<file path="src/rtl/orqm_pkg.sv">
// ----------------------------------------------------------------------------
// orqm_pkg: shared types and constants of the ring queue with running mean
// Field widths, transaction payload structs, mode and result kind codes.
// ----------------------------------------------------------------------------
`default_nettype none

package orqm_pkg;

	localparam int QUEUE_CAPACITY_DEF = 8;

	localparam int KEY_W  = 10;
	localparam int RATE_W = 8;
	localparam int MEAN_W = 8;
	localparam int KIND_W = 2;
	localparam int HELD_W = 4;

	localparam logic MODE_INSERT = 1'b0;
	localparam logic MODE_REMOVE = 1'b1;

	localparam logic [KIND_W-1:0] KIND_MEAN    = 2'd0;
	localparam logic [KIND_W-1:0] KIND_REMOVED = 2'd1;
	localparam logic [KIND_W-1:0] KIND_EMPTY   = 2'd2;

	typedef struct packed {
		logic              mode;
		logic [KEY_W-1:0]  item_key;
		logic [RATE_W-1:0] item_rate;
	} req_t;

	typedef struct packed {
		logic [KIND_W-1:0] result_kind;
		logic [MEAN_W-1:0] mean_rate;
		logic [KEY_W-1:0]  removed_key;
		logic [RATE_W-1:0] removed_rate;
		logic [HELD_W-1:0] held_count;
	} res_t;

endpackage

`default_nettype wire

</file>
<file path="src/rtl/orqm_chan_if.sv">
// ----------------------------------------------------------------------------
// orqm_chan_if: valid/ready channel
// Carries one payload per transaction, accepted when valid and ready are high.
// ----------------------------------------------------------------------------
`default_nettype none

interface orqm_chan_if #(
	parameter type data_t = logic
);
	logic  valid;
	logic  ready;
	data_t data;

	modport source (output valid, output data, input ready);
	modport sink   (input valid, input data, output ready);
	modport mon    (input valid, input data, input ready);
endinterface

`default_nettype wire

</file>
<file path="src/rtl/orqm_div.sv">
// ----------------------------------------------------------------------------
// orqm_div: iterative restoring divider for the mean
// Produces one quotient bit per cycle, most significant first; the quotient
// is known to fit in MEAN_W bits.
// ----------------------------------------------------------------------------
`default_nettype none

module orqm_div #(
	parameter int DIV_W = 12
) (
	input  wire logic                       clk,
	input  wire logic                       arst_n,
	input  wire logic                       start,
	input  wire logic [DIV_W-1:0]           dividend,
	input  wire logic [DIV_W-1:0]           divisor,
	output logic                            done,
	output logic [orqm_pkg::MEAN_W-1:0]     quotient
);

	localparam int MEAN_W = orqm_pkg::MEAN_W;
	localparam int STEP_W = $clog2(MEAN_W);

	logic [DIV_W-1:0]  rem_q;
	logic [DIV_W-1:0]  dsr_q;
	logic [MEAN_W-1:0] quo_q;
	logic [STEP_W-1:0] step_q;
	logic              busy_q;
	logic              done_q;
	logic              fits;

	assign fits = (rem_q >= dsr_q);

	always_ff @(posedge clk or negedge arst_n) begin
		if (!arst_n) begin
			busy_q <= 1'b0;
			done_q <= 1'b0;
			step_q <= '0;
		end else begin
			done_q <= 1'b0;
			if (start) begin
				busy_q <= 1'b1;
				step_q <= '0;
			end else if (busy_q) begin
				step_q <= step_q + 1'b1;
				if (step_q == STEP_W'(MEAN_W - 1)) begin
					busy_q <= 1'b0;
					done_q <= 1'b1;
				end
			end
		end
	end

	always_ff @(posedge clk) begin
		if (start) begin
			rem_q <= dividend;
			dsr_q <= divisor << (MEAN_W - 1);
			quo_q <= '0;
		end else if (busy_q) begin
			if (fits) begin
				rem_q <= rem_q - dsr_q;
			end
			quo_q <= {quo_q[MEAN_W-2:0], fits};
			dsr_q <= dsr_q >> 1;
		end
	end

	assign done     = done_q;
	assign quotient = quo_q;

endmodule

`default_nettype wire

</file>
<file path="src/rtl/overwriting_ring_queue_mean.sv">
// ----------------------------------------------------------------------------
// overwriting_ring_queue_mean: overwriting ring queue with running mean
// Holds up to QUEUE_CAPACITY key/rate entries; an insert appends, dropping the
// oldest entry if the queue is full, and reports the rounded mean of the held
// rates; a remove pops the oldest entry.
// ----------------------------------------------------------------------------
//
//   channel  | dir | payload                                         | handshake
//   ---------+-----+-------------------------------------------------+----------
//   item     | in  | mode, item_key, item_rate                       | valid/ready
//   result   | out | result_kind, mean_rate, removed_key,            | valid/ready
//            |     | removed_rate, held_count                        |
//
// An insert steps through update, start, wait and finish, the wait set by the
// divider's one quotient bit per cycle; a remove goes from update to finish.
// Only one transaction is in progress at a time; item.ready is high when idle.
// The result register lets the next transaction in while a result waits; a
// stalled result holds the block at its final step.
// Reset clears the pointers, the count and the running sum; no memory pass.
// ----------------------------------------------------------------------------
`default_nettype none

module overwriting_ring_queue_mean #(
	parameter int QUEUE_CAPACITY = orqm_pkg::QUEUE_CAPACITY_DEF
) (
	input  wire logic   clk,
	input  wire logic   arst_n,
	orqm_chan_if.sink   item,
	orqm_chan_if.source result
);

	localparam int KEY_W  = orqm_pkg::KEY_W;
	localparam int RATE_W = orqm_pkg::RATE_W;
	localparam int MEAN_W = orqm_pkg::MEAN_W;
	localparam int KIND_W = orqm_pkg::KIND_W;
	localparam int HELD_W = orqm_pkg::HELD_W;
	localparam int SLOTS  = QUEUE_CAPACITY + 1;
	localparam int PTR_W  = $clog2(SLOTS);
	localparam int CNT_W  = $clog2(QUEUE_CAPACITY + 1);
	localparam int SUM_W  = RATE_W + CNT_W;
	localparam int DIV_W  = SUM_W + 1;

	typedef enum logic [4:0] {
		ST_IDLE   = 5'b00001,
		ST_UPDATE = 5'b00010,
		ST_START  = 5'b00100,
		ST_WAIT   = 5'b01000,
		ST_FINISH = 5'b10000
	} state_t;

	state_t               state_q;
	logic [PTR_W-1:0]     head_q;
	logic [PTR_W-1:0]     tail_q;
	logic [CNT_W-1:0]     cnt_q;
	logic [SUM_W-1:0]     sum_q;

	logic                 mode_q;
	logic [KEY_W-1:0]     key_q;
	logic [RATE_W-1:0]    rate_q;

	logic [KEY_W+RATE_W-1:0] slot_mem_q [SLOTS];
	logic [KEY_W-1:0]     rd_key_q;
	logic [RATE_W-1:0]    rd_rate_q;

	logic [KIND_W-1:0]    kind_q;
	logic [KEY_W-1:0]     rkey_q;
	logic [RATE_W-1:0]    rrate_q;

	orqm_pkg::res_t       res_q;
	logic                 res_valid_q;

	logic                 accept;
	logic                 is_insert;
	logic                 full;
	logic                 empty;
	logic                 mem_we;
	logic [PTR_W-1:0]     head_next;
	logic [PTR_W-1:0]     tail_next;
	logic                 div_start;
	logic                 div_done;
	logic [MEAN_W-1:0]    div_quo;
	logic [DIV_W-1:0]     dividend;
	logic [DIV_W-1:0]     divisor;
	logic                 res_free;

	assign accept    = item.valid && item.ready;
	assign is_insert = (mode_q == orqm_pkg::MODE_INSERT);
	assign full      = (cnt_q == CNT_W'(QUEUE_CAPACITY));
	assign empty     = (cnt_q == '0);
	assign mem_we    = (state_q == ST_UPDATE) && is_insert;
	assign head_next = (head_q == PTR_W'(SLOTS - 1)) ? '0 : head_q + 1'b1;
	assign tail_next = (tail_q == PTR_W'(SLOTS - 1)) ? '0 : tail_q + 1'b1;
	assign div_start = (state_q == ST_START);
	assign dividend  = {sum_q, 1'b0} + DIV_W'(cnt_q);
	assign divisor   = DIV_W'({cnt_q, 1'b0});
	assign res_free  = !res_valid_q || result.ready;

	assign item.ready   = (state_q == ST_IDLE);
	assign result.valid = res_valid_q;
	assign result.data  = res_q;

	always_ff @(posedge clk) begin
		if (mem_we) begin
			slot_mem_q[tail_q] <= {key_q, rate_q};
		end
		{rd_key_q, rd_rate_q} <= slot_mem_q[head_q];
	end

	always_ff @(posedge clk) begin
		if (accept) begin
			mode_q <= item.data.mode;
			key_q  <= item.data.item_key;
			rate_q <= item.data.item_rate;
		end
		if (state_q == ST_UPDATE) begin
			if (is_insert) begin
				kind_q  <= orqm_pkg::KIND_MEAN;
				rkey_q  <= '0;
				rrate_q <= '0;
			end else if (empty) begin
				kind_q  <= orqm_pkg::KIND_EMPTY;
				rkey_q  <= '0;
				rrate_q <= '0;
			end else begin
				kind_q  <= orqm_pkg::KIND_REMOVED;
				rkey_q  <= rd_key_q;
				rrate_q <= rd_rate_q;
			end
		end
		if ((state_q == ST_FINISH) && res_free) begin
			res_q.result_kind  <= kind_q;
			res_q.mean_rate    <= (kind_q == orqm_pkg::KIND_MEAN) ? div_quo : '0;
			res_q.removed_key  <= rkey_q;
			res_q.removed_rate <= rrate_q;
			res_q.held_count   <= HELD_W'(cnt_q);
		end
	end

	always_ff @(posedge clk or negedge arst_n) begin
		if (!arst_n) begin
			state_q     <= ST_IDLE;
			head_q      <= '0;
			tail_q      <= '0;
			cnt_q       <= '0;
			sum_q       <= '0;
			res_valid_q <= 1'b0;
		end else begin
			if (res_valid_q && result.ready) begin
				res_valid_q <= 1'b0;
			end
			case (state_q)
				ST_IDLE: begin
					if (accept) begin
						state_q <= ST_UPDATE;
					end
				end
				ST_UPDATE: begin
					if (is_insert) begin
						// A full queue drops its oldest entry before the append.
						if (full) begin
							head_q <= head_next;
							sum_q  <= sum_q - SUM_W'(rd_rate_q) + SUM_W'(rate_q);
						end else begin
							cnt_q  <= cnt_q + 1'b1;
							sum_q  <= sum_q + SUM_W'(rate_q);
						end
						tail_q  <= tail_next;
						state_q <= ST_START;
					end else begin
						if (!empty) begin
							head_q <= head_next;
							cnt_q  <= cnt_q - 1'b1;
							sum_q  <= sum_q - SUM_W'(rd_rate_q);
						end
						state_q <= ST_FINISH;
					end
				end
				ST_START: begin
					state_q <= ST_WAIT;
				end
				ST_WAIT: begin
					if (div_done) begin
						state_q <= ST_FINISH;
					end
				end
				ST_FINISH: begin
					if (res_free) begin
						res_valid_q <= 1'b1;
						state_q     <= ST_IDLE;
					end
				end
				default: begin
					state_q <= ST_IDLE;
				end
			endcase
		end
	end

	orqm_div #(
		.DIV_W (DIV_W)
	) u_div (
		.clk      (clk),
		.arst_n   (arst_n),
		.start    (div_start),
		.dividend (dividend),
		.divisor  (divisor),
		.done     (div_done),
		.quotient (div_quo)
	);

endmodule

`default_nettype wire

</file>
<file path="src/flat_wrapper.sv">
// flat-port wrapper written by rule: the top's interface ports become plain ports
module overwriting_ring_queue_mean_flat import orqm_pkg::*;
#(
	parameter int QUEUE_CAPACITY = orqm_pkg::QUEUE_CAPACITY_DEF
)
  (clk, arst_n, item_valid, item_data, item_ready, result_valid, result_data, result_ready);
  orqm_chan_if #(.data_t(req_t)) item_i ();
  orqm_chan_if #(.data_t(res_t)) result_i ();
  input  wire logic clk;
  input  wire logic arst_n;
  input wire logic [$bits(item_i.valid)-1:0] item_valid;
  input wire logic [$bits(item_i.data)-1:0] item_data;
  output wire logic [$bits(item_i.ready)-1:0] item_ready;
  output wire logic [$bits(result_i.valid)-1:0] result_valid;
  output wire logic [$bits(result_i.data)-1:0] result_data;
  input wire logic [$bits(result_i.ready)-1:0] result_ready;
  assign item_i.valid = item_valid;
  assign item_i.data = item_data;
  assign item_ready = item_i.ready;
  assign result_valid = result_i.valid;
  assign result_data = result_i.data;
  assign result_i.ready = result_ready;
  overwriting_ring_queue_mean #(.QUEUE_CAPACITY(QUEUE_CAPACITY)) u_core (.clk(clk), .arst_n(arst_n), .item(item_i), .result(result_i));
endmodule
</file>
<file path="config.mk">
export PLATFORM = sky130hd
export DESIGN_NAME = overwriting_ring_queue_mean_flat
export DESIGN_NICKNAME = d
export VERILOG_FILES = /design/src/rtl/orqm_pkg.sv /design/src/rtl/orqm_chan_if.sv /design/src/rtl/orqm_div.sv /design/src/rtl/overwriting_ring_queue_mean.sv /design/src/flat_wrapper.sv
export SDC_FILE = /design/constraint.sdc
export NUM_CORES = 1
export LEC_CHECK = 0
export BUFFER_PORTS_ARGS = -buffer_cell sky130_fd_sc_hd__buf_2
export CAP_MARGIN = 25
export CORE_MARGIN = 2
export CORE_UTILIZATION = 40
export DETAILED_ROUTE_END_ITERATION = 10
export MAX_ROUTING_LAYER = met4
export PLACE_DENSITY_LB_ADDON = 0.25
export SYNTH_ARGS = -nofsm -noshare
export SYNTH_HDL_FRONTEND = slang
export SYNTH_SLANG_ARGS = --single-unit
</file>
<file path="constraint.sdc">
create_clock -name clk -period 10.1 [get_ports clk]
set_clock_uncertainty 0.15 [all_clocks]
set_input_delay 2.02 -clock clk [delete_from_list [all_inputs] [get_ports clk]]
set_output_delay 2.02 -clock clk [all_outputs]
set_load 0.05 [all_outputs]
</file>
==> impl_metrics.yaml, run 1 <==
cts:
  cts_tree: "yes"
  clock_path_buffers: 3
  clkTransAtPathRegs_ns: 0.06
  cts_root_buffer: "clkbuf_16"
  cts_hold_buf: 0
  cts_resized: 0
  cts_setup_buffers: 0
  cts_sinks: 319
  insertion_delay_ns: 0.54
  h-tree-depth: 2
  cts_made_buffers: 36
sta:
  setup_viol: 0
  fin_crit_ns: 4.181
  worstMarginPinSlew_ns: 0.9398
  hold_viol_final: 0
  fin_ws_ns: 5.919
  finalCritPeriodShare: 0.4140
  rsz0062_at_grt: "no"
  whs_ns: 0.2616
  fmax_ghz: 0.2392
  drv_slew: 0
  slew_headroom: 0.3735
  finalSetupTns_ns: 0
min_path:
  worst_hold_path_type: "reg2reg"
  hp-start: "u_core.slot_mem_q[8][6]$_DFFE_PP_"
synthesis:
  synthFlopType: "edfxtp_1"
  synth.avg_cell_area_um2: 14.56
  synth_area_um2: 13600
  synth_edf_count: 250
  syn_nets: 1005
  synth_cell_type_count: 62
  async_reset_ff_frac: 0.1097
  yosysWarnings: 0
  synthCells: 934
  ys_ff_latch: 319
  yosysSeqAreaShare: 0.6668
floorplanning:
  die_width_um: 188.4
  row_count: 67
  core-area_um2: 33530
  io_pins: 57
  start_util: 0.4054
  die_h_um: 188.4
  die_area_um2: 35480
route:
  drc: 0
  wl_mm: 27.47
  vias_per_cell: 5.088
  drtIter0Drc: 535
  via_count: 7561
  firstDrtPassIters: 5
  antenna_left: 0
  post_drt_wl_per_cell_um: 18.49
power_and_ir_drop:
  cellPowerDensity_nw_per_um2: 305.0
  vdd_drop_max_v: 0.0001400
  cellLeakagePower_uw: 0.005720
global_route:
  grt_pass1_vias: 7712
  grt_max_degree: 42
  track_usage: 0.1642
  met1_usage: 0.2248
  top_usage_layer: "met2"
  use_met3: 0.02850
  grt_pass1_wl_mm: 43.77
  grt-ovfl-total: 0
  antenna_found_initial: 0
  grtUsageMet2: 0.2545
worst_setup_path:
  r2r_start: "u_core.sum_q[0]$_DFFE_PN0P_"
  crit_type: "reg2reg"
  startpoint_type: "register"
  arrival_ns: 4.44
  cp-startpoint: "u_core.sum_q[0]$_DFFE_PN0P_"
  crit_path_end_kind: "register"
  critPathRequiredTime_ns: 10.36
  cp_max_fo: 5
place:
  globalplace.congestion: 0.8132
  hpwl_mm: 17.28
  dp_slack_ns: 5.951
  io_buffers: 56
run_status:
  status: "completed"
final_layout:
  antenna_cells: 0
  layout-drive-gt1-share: 0.1830
  finalNetCount: 1081
  area_growth_pct: 15.80
  fin_util: 0.4695
run:
  maxCapViolations: 0
==> per-stage QoR <==
step | cell area, um^2 | power (uW) | cells
4_1_cts | 15740 | 4854 | 1486
3_3_place_gp | 14420 | 3468 | 1417
5_1_grt | 15740 | 5129 | 1486
2_1_floorplan | 13600 | 3092 | 934
6_report | 15740 | 4802 | 1486
3_5_place_dp | 14500 | 3497 | 1420
==> path summary, 6_finish.rpt <==
check / endpoint / slack [ns] / cells after the start
max: u_core.sum_q[10]$_DFFE_PN0P_ / 5.92 / 17
min: u_core.rd_rate_q[6]$_DFF_P_ / 0.26 / 2
max reg2reg: u_core.sum_q[10]$_DFFE_PN0P_ / 5.92 / 17
min reg2reg: u_core.rd_rate_q[6]$_DFF_P_ / 0.26 / 2
max in group asynchronous: u_core.head_q[0]$_DFFE_PN0P_ / 7.67 / 1
min in group asynchronous: u_core.sum_q[11]$_DFFE_PN0P_ / 1.49 / 1
==> cell type report <==
cell class	instances	area, um^2
clock buffer	43	967.2
inverter	38	142.6
sequential	319	9066
fill	2929	17790
timing repair buffer	75	483.0
clock inverter	23	275.3
multi-input combinational	540	4249
tap	448	560.5
==> worst max-delay path, stage by stage, from the launching register on <==
cell      delay [ns]
dfrtp_1         0.42
inv_1           0.07
ha_1            0.16
inv_1           0.06
fa_1            0.48
a21o_1          0.18
a21oi_1         0.16
xor2_1          0.21
o21ai_0         0.13
ha_1            0.36
and3_1          0.17
a2111o_1        0.44
a21o_1          0.20
a21oi_2         0.25
nor4_1          0.09
a22oi_1         0.22
a21oi_1         0.11
xor2_1          0.18
==> logic make-up (layout without fill, tap and decap cells) <==
family | count (synthesis) | after routing | synth area share
buf+inv | 75 | 179 | 0.02163
simple gates | 230 | 230 | 0.08485
mux | 76 | 76 | 0.08945
xor+xnor | 42 | 42 | 0.02706
flops | 319 | 319 | 0.6668
compound gates | 144 | 144 | 0.06332
fa+ha+maj | 48 | 48 | 0.04694
==> power breakdown <==
part,internal (uW),switching [uW],total [uW]
clock network,800,536,1340
registers,1710,180,1890
logic,695,886,1580
==> Yosys cell counts (all sizes together) (6+ instances only) <==
cell    count  area, um^2
mux2i      36       360.4
and3       12       75.07
inv        38       142.6
xor2       16       140.1
o21a        6       45.04
or3         6       42.54
xnor2      26       227.7
nor2b       6       37.54
dfrtp      34       850.8
o21ai      68       340.3
and2       28       175.2
mux4       36       810.8
ha         43       538.0
nand2      63       239.0
nor2       57       214.0
a21o       13       97.59
dfxtp      34       680.7
nand2b      6       37.54
nor3       19       100.1
nor4        6       43.79
buf        15       68.82
edfxtp    250        7507
clkbuf     22       82.58
a21oi      31       158.9
nand3      12       60.06
==> flip-flops by register name, summed over array words and instances (netlist names), 2 cells and up <==
| signal | cells |
|---|---|
| u_core.head_q | 4 |
| u_core.slot_mem_q | 162 |
| u_core.rkey_q | 10 |
| u_core.u_div.rem_q | 13 |
| u_core.kind_q | 2 |
| u_core.rrate_q | 8 |
| u_core.sum_q | 12 |
| u_core.u_div.quotient | 8 |
| u_core.cnt_q | 4 |
| u_core.rd_key_q | 10 |
| u_core.result.data | 32 |
| u_core.u_div.dsr_q | 12 |
| u_core.u_div.step_q | 3 |
| u_core.key_q | 10 |
| u_core.tail_q | 4 |
| u_core.state_q | 5 |
| u_core.rate_q | 8 |
| u_core.rd_rate_q | 8 |
==> cells in the final DEF, fill, tap and decap left out, types with 16 or more instances in the layout <==
cell / synthesis / routed
inv_1: 38 / 38
xnor2_1: 26 / 26
and2_1: 28 / 28
nor3_1: 18 / 17
mux2i_1: 36 / 36
dfxtp_1: 34 / 34
mux4_2: 36 / 36
ha_1: 43 / 43
buf_2: 4 / 56
clkbuf_16: 0 / 36
nor2_1: 57 / 57
xor2_1: 16 / 16
o21ai_0: 67 / 67
dfrtp_1: 34 / 33
buf_4: 0 / 16
edfxtp_1: 250 / 250
nand2_1: 62 / 62
a21oi_1: 30 / 30
==> per-layer routing <==
| layer | up-vias | wire length [um] |
|---|---|---|
| li1 | 3637 | - |
| met1 | 3699 | 12690 |
| met2 | 182 | 12730 |
| met3 | 43 | 1427 |
| met4 | 0 | 629 |
| met5 | - | 0 |
Power figures use the tool's default switching activity.
==> run 2, diff against run 1 <==
ABC_AREA = 1   (was default)
clock period = 4.32 ns   (was 10.1 ns; I/O delays follow)
==> impl_metrics.yaml, run 2 <==
route:
  antenna_left: 0
  drtIter0Drc: 618
  vias_per_cell: 5.023
  via_count: 9192
  wl_mm: 31.48
  post_drt_wl_per_cell_um: 17.20
  drc: 0
  firstDrtPassIters: 5
synthesis:
  ys_ff_latch: 319
  syn_nets: 1350
  synth_edf_count: 250
  synth_compound_area_frac: 0.08942
  yosysWarnings: 0
  yosysSeqAreaShare: 0.6511
  yosys.area_share.simple: 0.1537
  synthMuxAreaShare: 0
  synth_top_family_by_area: "simple AND/OR/NAND/NOR gates"
  synthTopCellsByCount: "edfxtp_1, nand2_1, nor2_1, inv_1, o21ai_0"
  yosysMostFrequentCell: "edfxtp_1"
  synth.avg_cell_area_um2: 10.89
  netlist.area_leader.share: 0.5392
  synthCells: 1279
  async_reset_ff_frac: 0.1097
  synth_area_um2: 13920
  synthFlopType: "edfxtp_1"
  synth_cell_type_count: 51
  synth_top_area_cell: "edfxtp_1"
  synthTopCellsByArea: "edfxtp_1, nand2_1, dfrtp_1"
  synthAdderAreaFrac: 0.04583
  synth_xor_area_frac: 0.01195
cts:
  clkTransAtPathRegs_ns: 0.06
  cts_tree: "yes"
  cts_setup_buffers: 0
  clock_path_buffers: 3
  insertion_delay_ns: 0.52
  h-tree-depth: 2
  cts_made_buffers: 36
  cts_sinks: 319
  cts_root_buffer: "clkbuf_16"
  cts_resized: 0
  cts_hold_buf: 0
worst_setup_path:
  worstPathCellList: "inv_1 -> ha_1 -> inv_1 -> fa_1 -> nand2_1 -> inv_1 -> nand2_1 -> nand2_2 -> xor2_1 -> nand2_1 -> o21ai_0 -> ha_1 -> nand2_1 -> nand2_1 -> a21oi_1 -> o21ai_1 -> a21oi_1 -> nor2_4 -> nor2_1 -> o21ai_1 -> nand3_1 -> nand2_1"
  crit_buf_inv: 3
  crit_path_end_kind: "register"
  crit_top_cell: "nand2_1"
  startpoint_type: "register"
  crit_type: "reg2reg"
  crit_slowest_cell: "fa_1"
  arrival_ns: 3.74
  cp_max_fo: 7
  critPathRequiredTime_ns: 4.57
  crit_family: "adder cells"
  critical_path.max_stage_delay_ns: 0.50
final_layout:
  seqCellArea_um2: 9066
  antenna_cells: 0
  top_register: "u_core.slot_mem_q"
  fin_cells: 1830
  finalNetCount: 1418
  fillerInstances: 3175
  layout_common_cells: "edfxtp_1, nand2_1, nor2_1"
  largest_reg_flops: 162
  area_growth_pct: 14.76
  final_common_cell: "edfxtp_1"
  multi_input_area_um2: 4245
  layout-drive-gt1-share: 0.1295
floorplanning:
  start_util: 0.4050
  row_count: 68
  core-area_um2: 34370
  die_area_um2: 36310
  io_pins: 57
  die_width_um: 190.6
  die_h_um: 190.6
global_route:
  track_usage: 0.1833
  grt_max_degree: 74
  grt-ovfl-total: 0
  antenna_found_initial: 0
  grt_pass1_wl_mm: 49.52
  grt_pass1_vias: 8987
sta:
  fin_crit_ns: 3.483
  finalSetupTns_ns: 0
  fin_ws_ns: 0.8373
  setup_viol: 0
  worstMarginPinSlew_ns: 0.9541
  fmax_ghz: 0.2871
  drv_slew: 0
  rsz0062_at_grt: "no"
  finalCritPeriodShare: 0.8062
  hold_viol_final: 0
  slew_headroom: 0.3625
run_status:
  status: "completed"
place:
  globalplace.congestion: 0.9065
  dp_slack_ns: 0.9003
  hpwl_mm: 19.81
  io_buffers: 56
  placed_cells: 1762
min_path:
  worst_hold_path_type: "reg2reg"
power_and_ir_drop:
  cellPowerDensity_nw_per_um2: 737.4
  cellLeakagePower_uw: 0.006242
  vdd_drop_max_v: 0.0003743
run:
  maxCapViolations: 0
run 2: cell types whose count changed in the layout (fill, tap and decap cells not counted), sizes merged, moves of 42 or more:
cell	before	now
a21oi	31	73
inv	42	125
nand2	63	250
nand3	12	65
nor2	57	149
run 2: cell families (layout without fill, tap and decap cells):
group / after synthesis / in the layout
compound gates: 221 / 221
xor+xnor: 19 / 19
fa+ha+maj: 48 / 48
buf+inv: 170 / 266
flops: 319 / 319
simple gates: 502 / 502
run 2: final cells by class:
class / count / area share
sequential: 319 / 0.5675
multi-input combinational: 790 / 0.2657
clock buffer: 52 / 0.06594
tap: 455 / 0.03563
inverter: 125 / 0.02937
timing repair buffer: 75 / 0.02741
clock inverter: 14 / 0.008458
run 2: path summary, 6_finish.rpt:
path / startpoint / to / slack [ns] / cells after the start
max: u_core.sum_q[0]$_DFFE_PN0P_ / u_core.sum_q[9]$_DFFE_PN0P_ / 0.84 / 22
min: u_core.rkey_q[7]$_SDFFCE_PP0N_ / u_core.result.data[19]$_DFFE_PP_ / 0.27 / 0
max reg2reg: u_core.sum_q[0]$_DFFE_PN0P_ / u_core.sum_q[9]$_DFFE_PN0P_ / 0.84 / 22
min reg2reg: u_core.rkey_q[7]$_SDFFCE_PP0N_ / u_core.result.data[19]$_DFFE_PP_ / 0.27 / 0
max in group asynchronous: arst_n / u_core.state_q[0]$_DFFE_PN1P_ / 3.05 / 3
min in group asynchronous: arst_n / u_core.u_div.step_q[1]$_DFFE_PN0P_ / 0.53 / 2
run 2: per-layer routing:
layer	part of all wire	vias up	GRT usage
met1	0.46	4362	0.2380
met2	0.47	224	0.2986
met4	0.020	0	0.05516
met5	0	-	-
li1	-	4559	-
met3	0.050	47	0.02724
run 2: worst reg2reg max path, delay by kind of cell (launching register included):
kind,cells,cell delay [ns]
xor+xnor,1,0.15
simple gates,10,0.78
flops,1,0.42
fa+ha+maj,3,1.01
compound gates,5,0.64
buf+inv,3,0.23
run 2: metrics by stage:
step | area [um^2] | util | hold WS, ns | total power (uW)
after floorplan | 13920 | - | 0.2503 | 7666
after global placement | 14760 | 0.4293 | 0.2527 | 8748
after detailed placement | 14760 | 0.4293 | 0.2545 | 8810
after CTS | 15950 | 0.4639 | 0.2692 | 11870
after global routing | 15980 | 0.4648 | 0.2733 | 12690
final | 15980 | 0.4648 | 0.2682 | 11780
run 2: report_power, final:
part	leakage [uW]	internal, uW	switching (uW)
Sequential	0.00299	4070	434
Combinational	0.00267	1440	2820
Clock	0.000578	1820	1200
Total	0.00624	7330	4450
==> run 3, diff against run 2 <==
ABC_AREA = 0   (was 1)
clock period = 3.4 ns   (was 4.32 ns; I/O delays follow)
==> impl_metrics.yaml, run 3 (synthesis results as in run 1) <==
worst_setup_path:
  critPathRequiredTime_ns: 3.64
  cp_max_fo: 4
  arrival_ns: 3.94
  regToRegEndpoint: "u_core.sum_q[10]$_DFFE_PN0P_"
  r2r_start: "u_core.sum_q[0]$_DFFE_PN0P_"
  crit_type: "reg2reg"
  reg2reg_depth: 17
  r2r_slack_ns: -0.30
  startpoint_type: "register"
  crit_path_end_kind: "register"
  cp-startpoint: "u_core.sum_q[0]$_DFFE_PN0P_"
power_and_ir_drop:
  cellLeakagePower_uw: 0.005991
  cellPowerDensity_nw_per_um2: 926.8
  power_uw: 14990
  vdd_drop_max_v: 0.0005371
route:
  wl_mm: 27.78
  drtIter0Drc: 411
  antenna_left: 0
  vias_per_cell: 5.026
  drc: 0
  post_drt_wl_per_cell_um: 18.04
  firstDrtPassIters: 5
  via_count: 7740
cts:
  cts_sinks: 319
  clock_path_buffers: 3
  cts_tree: "yes"
  cts_root_buffer: "clkbuf_16"
  h-tree-depth: 2
  cts_hold_buf: 0
  insertion_delay_ns: 0.54
  clkTransAtPathRegs_ns: 0.06
  cts_made_buffers: 35
final_layout:
  multi_input_area_um2: 4319
  area_growth_pct: 18.93
  layout_common_cells: "edfxtp_1, buf_4, nand2_1"
  largest_reg_flops: 162
  layout-drive-gt1-share: 0.2381
  finalNetCount: 1136
  top_register: "u_core.slot_mem_q"
  antenna_cells: 0
  fin_cells: 1540
  final_common_cell: "edfxtp_1"
  fillerInstances: 2848
  seqCellArea_um2: 9066
floorplanning:
  row_count: 67
  core-area_um2: 33530
  io_pins: 57
  die_area_um2: 35480
  die_width_um: 188.4
  start_util: 0.4054
  die_h_um: 188.4
sta:
  finalSetupTns_ns: -1.033
  fin_crit_ns: 3.700
  hold_viol_final: 0
  fin_ws_ns: -0.3000
  drv_slew: 0
  finalCritPeriodShare: 1.088
  fmax_ghz: 0.2703
  setup_viol: 6
  slew_headroom: 0.3868
  whs_ns: 0.1410
  worstMarginPinSlew_ns: 0.9198
  rsz0062_at_grt: "yes"
global_route:
  grt_pass1_wl_mm: 43.86
  track_usage: 0.1636
  antenna_found_initial: 0
  grt-ovfl-total: 0
  grt_max_degree: 42
  grt_pass1_vias: 7652
place:
  placed_cells: 1470
  dp_slack_ns: -0.3847
  hpwl_mm: 18.06
  globalplace.congestion: 0.8486
  io_buffers: 56
run_status:
  status: "finished with violations"
  violations: "negative setup slack"
min_path:
  worst_hold_path_type: "in2async"
run:
  maxCapViolations: 0
[run 3: critical path, cell delays in order, from the launching register on]
cell and delay [ns]:
dfrtp_1 0.38, inv_1 0.06, ha_2 0.18, inv_2 0.04, fa_2 0.36, a21o_1 0.20, a21oi_2 0.12, xor2_1 0.19
o21ai_1 0.12, ha_1 0.33, and3_1 0.15, a2111o_1 0.40, a21o_1 0.17, a21oi_2 0.19, nor4_1 0.07, a22oi_1 0.22
a21oi_2 0.09, xor2_1 0.14
[run 3: final cells by class]
cell class,count,area share
Clock inverter,22,0.01695
Tap cell,448,0.03467
Multi-Input combinational cell,540,0.2671
Inverter,38,0.008821
Sequential cell,319,0.5607
Timing Repair Buffer,131,0.05471
Clock buffer,42,0.05703
[run 3: worst max-delay path by stage]
stage | slack [ns] | endpoint | cells past startpoint
after floorplan | -0.21 | u_core.sum_q[10]$_DFFE_PN0P_ | 17
final | -0.30 | u_core.sum_q[10]$_DFFE_PN0P_ | 17
after detailed placement | -0.38 | u_core.sum_q[11]$_DFFE_PN0P_ | 18
after global routing | -0.53 | u_core.sum_q[10]$_DFFE_PN0P_ | 17
after CTS | -0.32 | u_core.sum_q[10]$_DFFE_PN0P_ | 17
after global placement | -0.32 | u_core.sum_q[11]$_DFFE_PN0P_ | 18
[run 3: metal layers]
layer	track usage	part of all wire
met1	0.2263	0.47
met2	0.2577	0.47
met3	0.02459	0.040
met4	0.03666	0.015
met5	-	0
[run 3: stage by stage]
stage,utilization,area (um^2)
finish,0.4822,16170
global route,0.4822,16170
CTS,0.4801,16100
detailed placement,0.4435,14870
global placement,0.4435,14870
floorplan,-,13630
[run 3: power by group]
part	internal [uW]	total, uW	switching, uW
Sequential	5070	5560	487
Clock	2280	3830	1550
Combinational	2720	5600	2880
Total	10100	15000	4920
[run 3: timing repair]
item                                    CTS  global route
pin swaps                                14             4
endpoints found under the setup margin    6             7
buffers inserted                          2             4
gates resized for setup                   9            12
gates cloned                              0             0
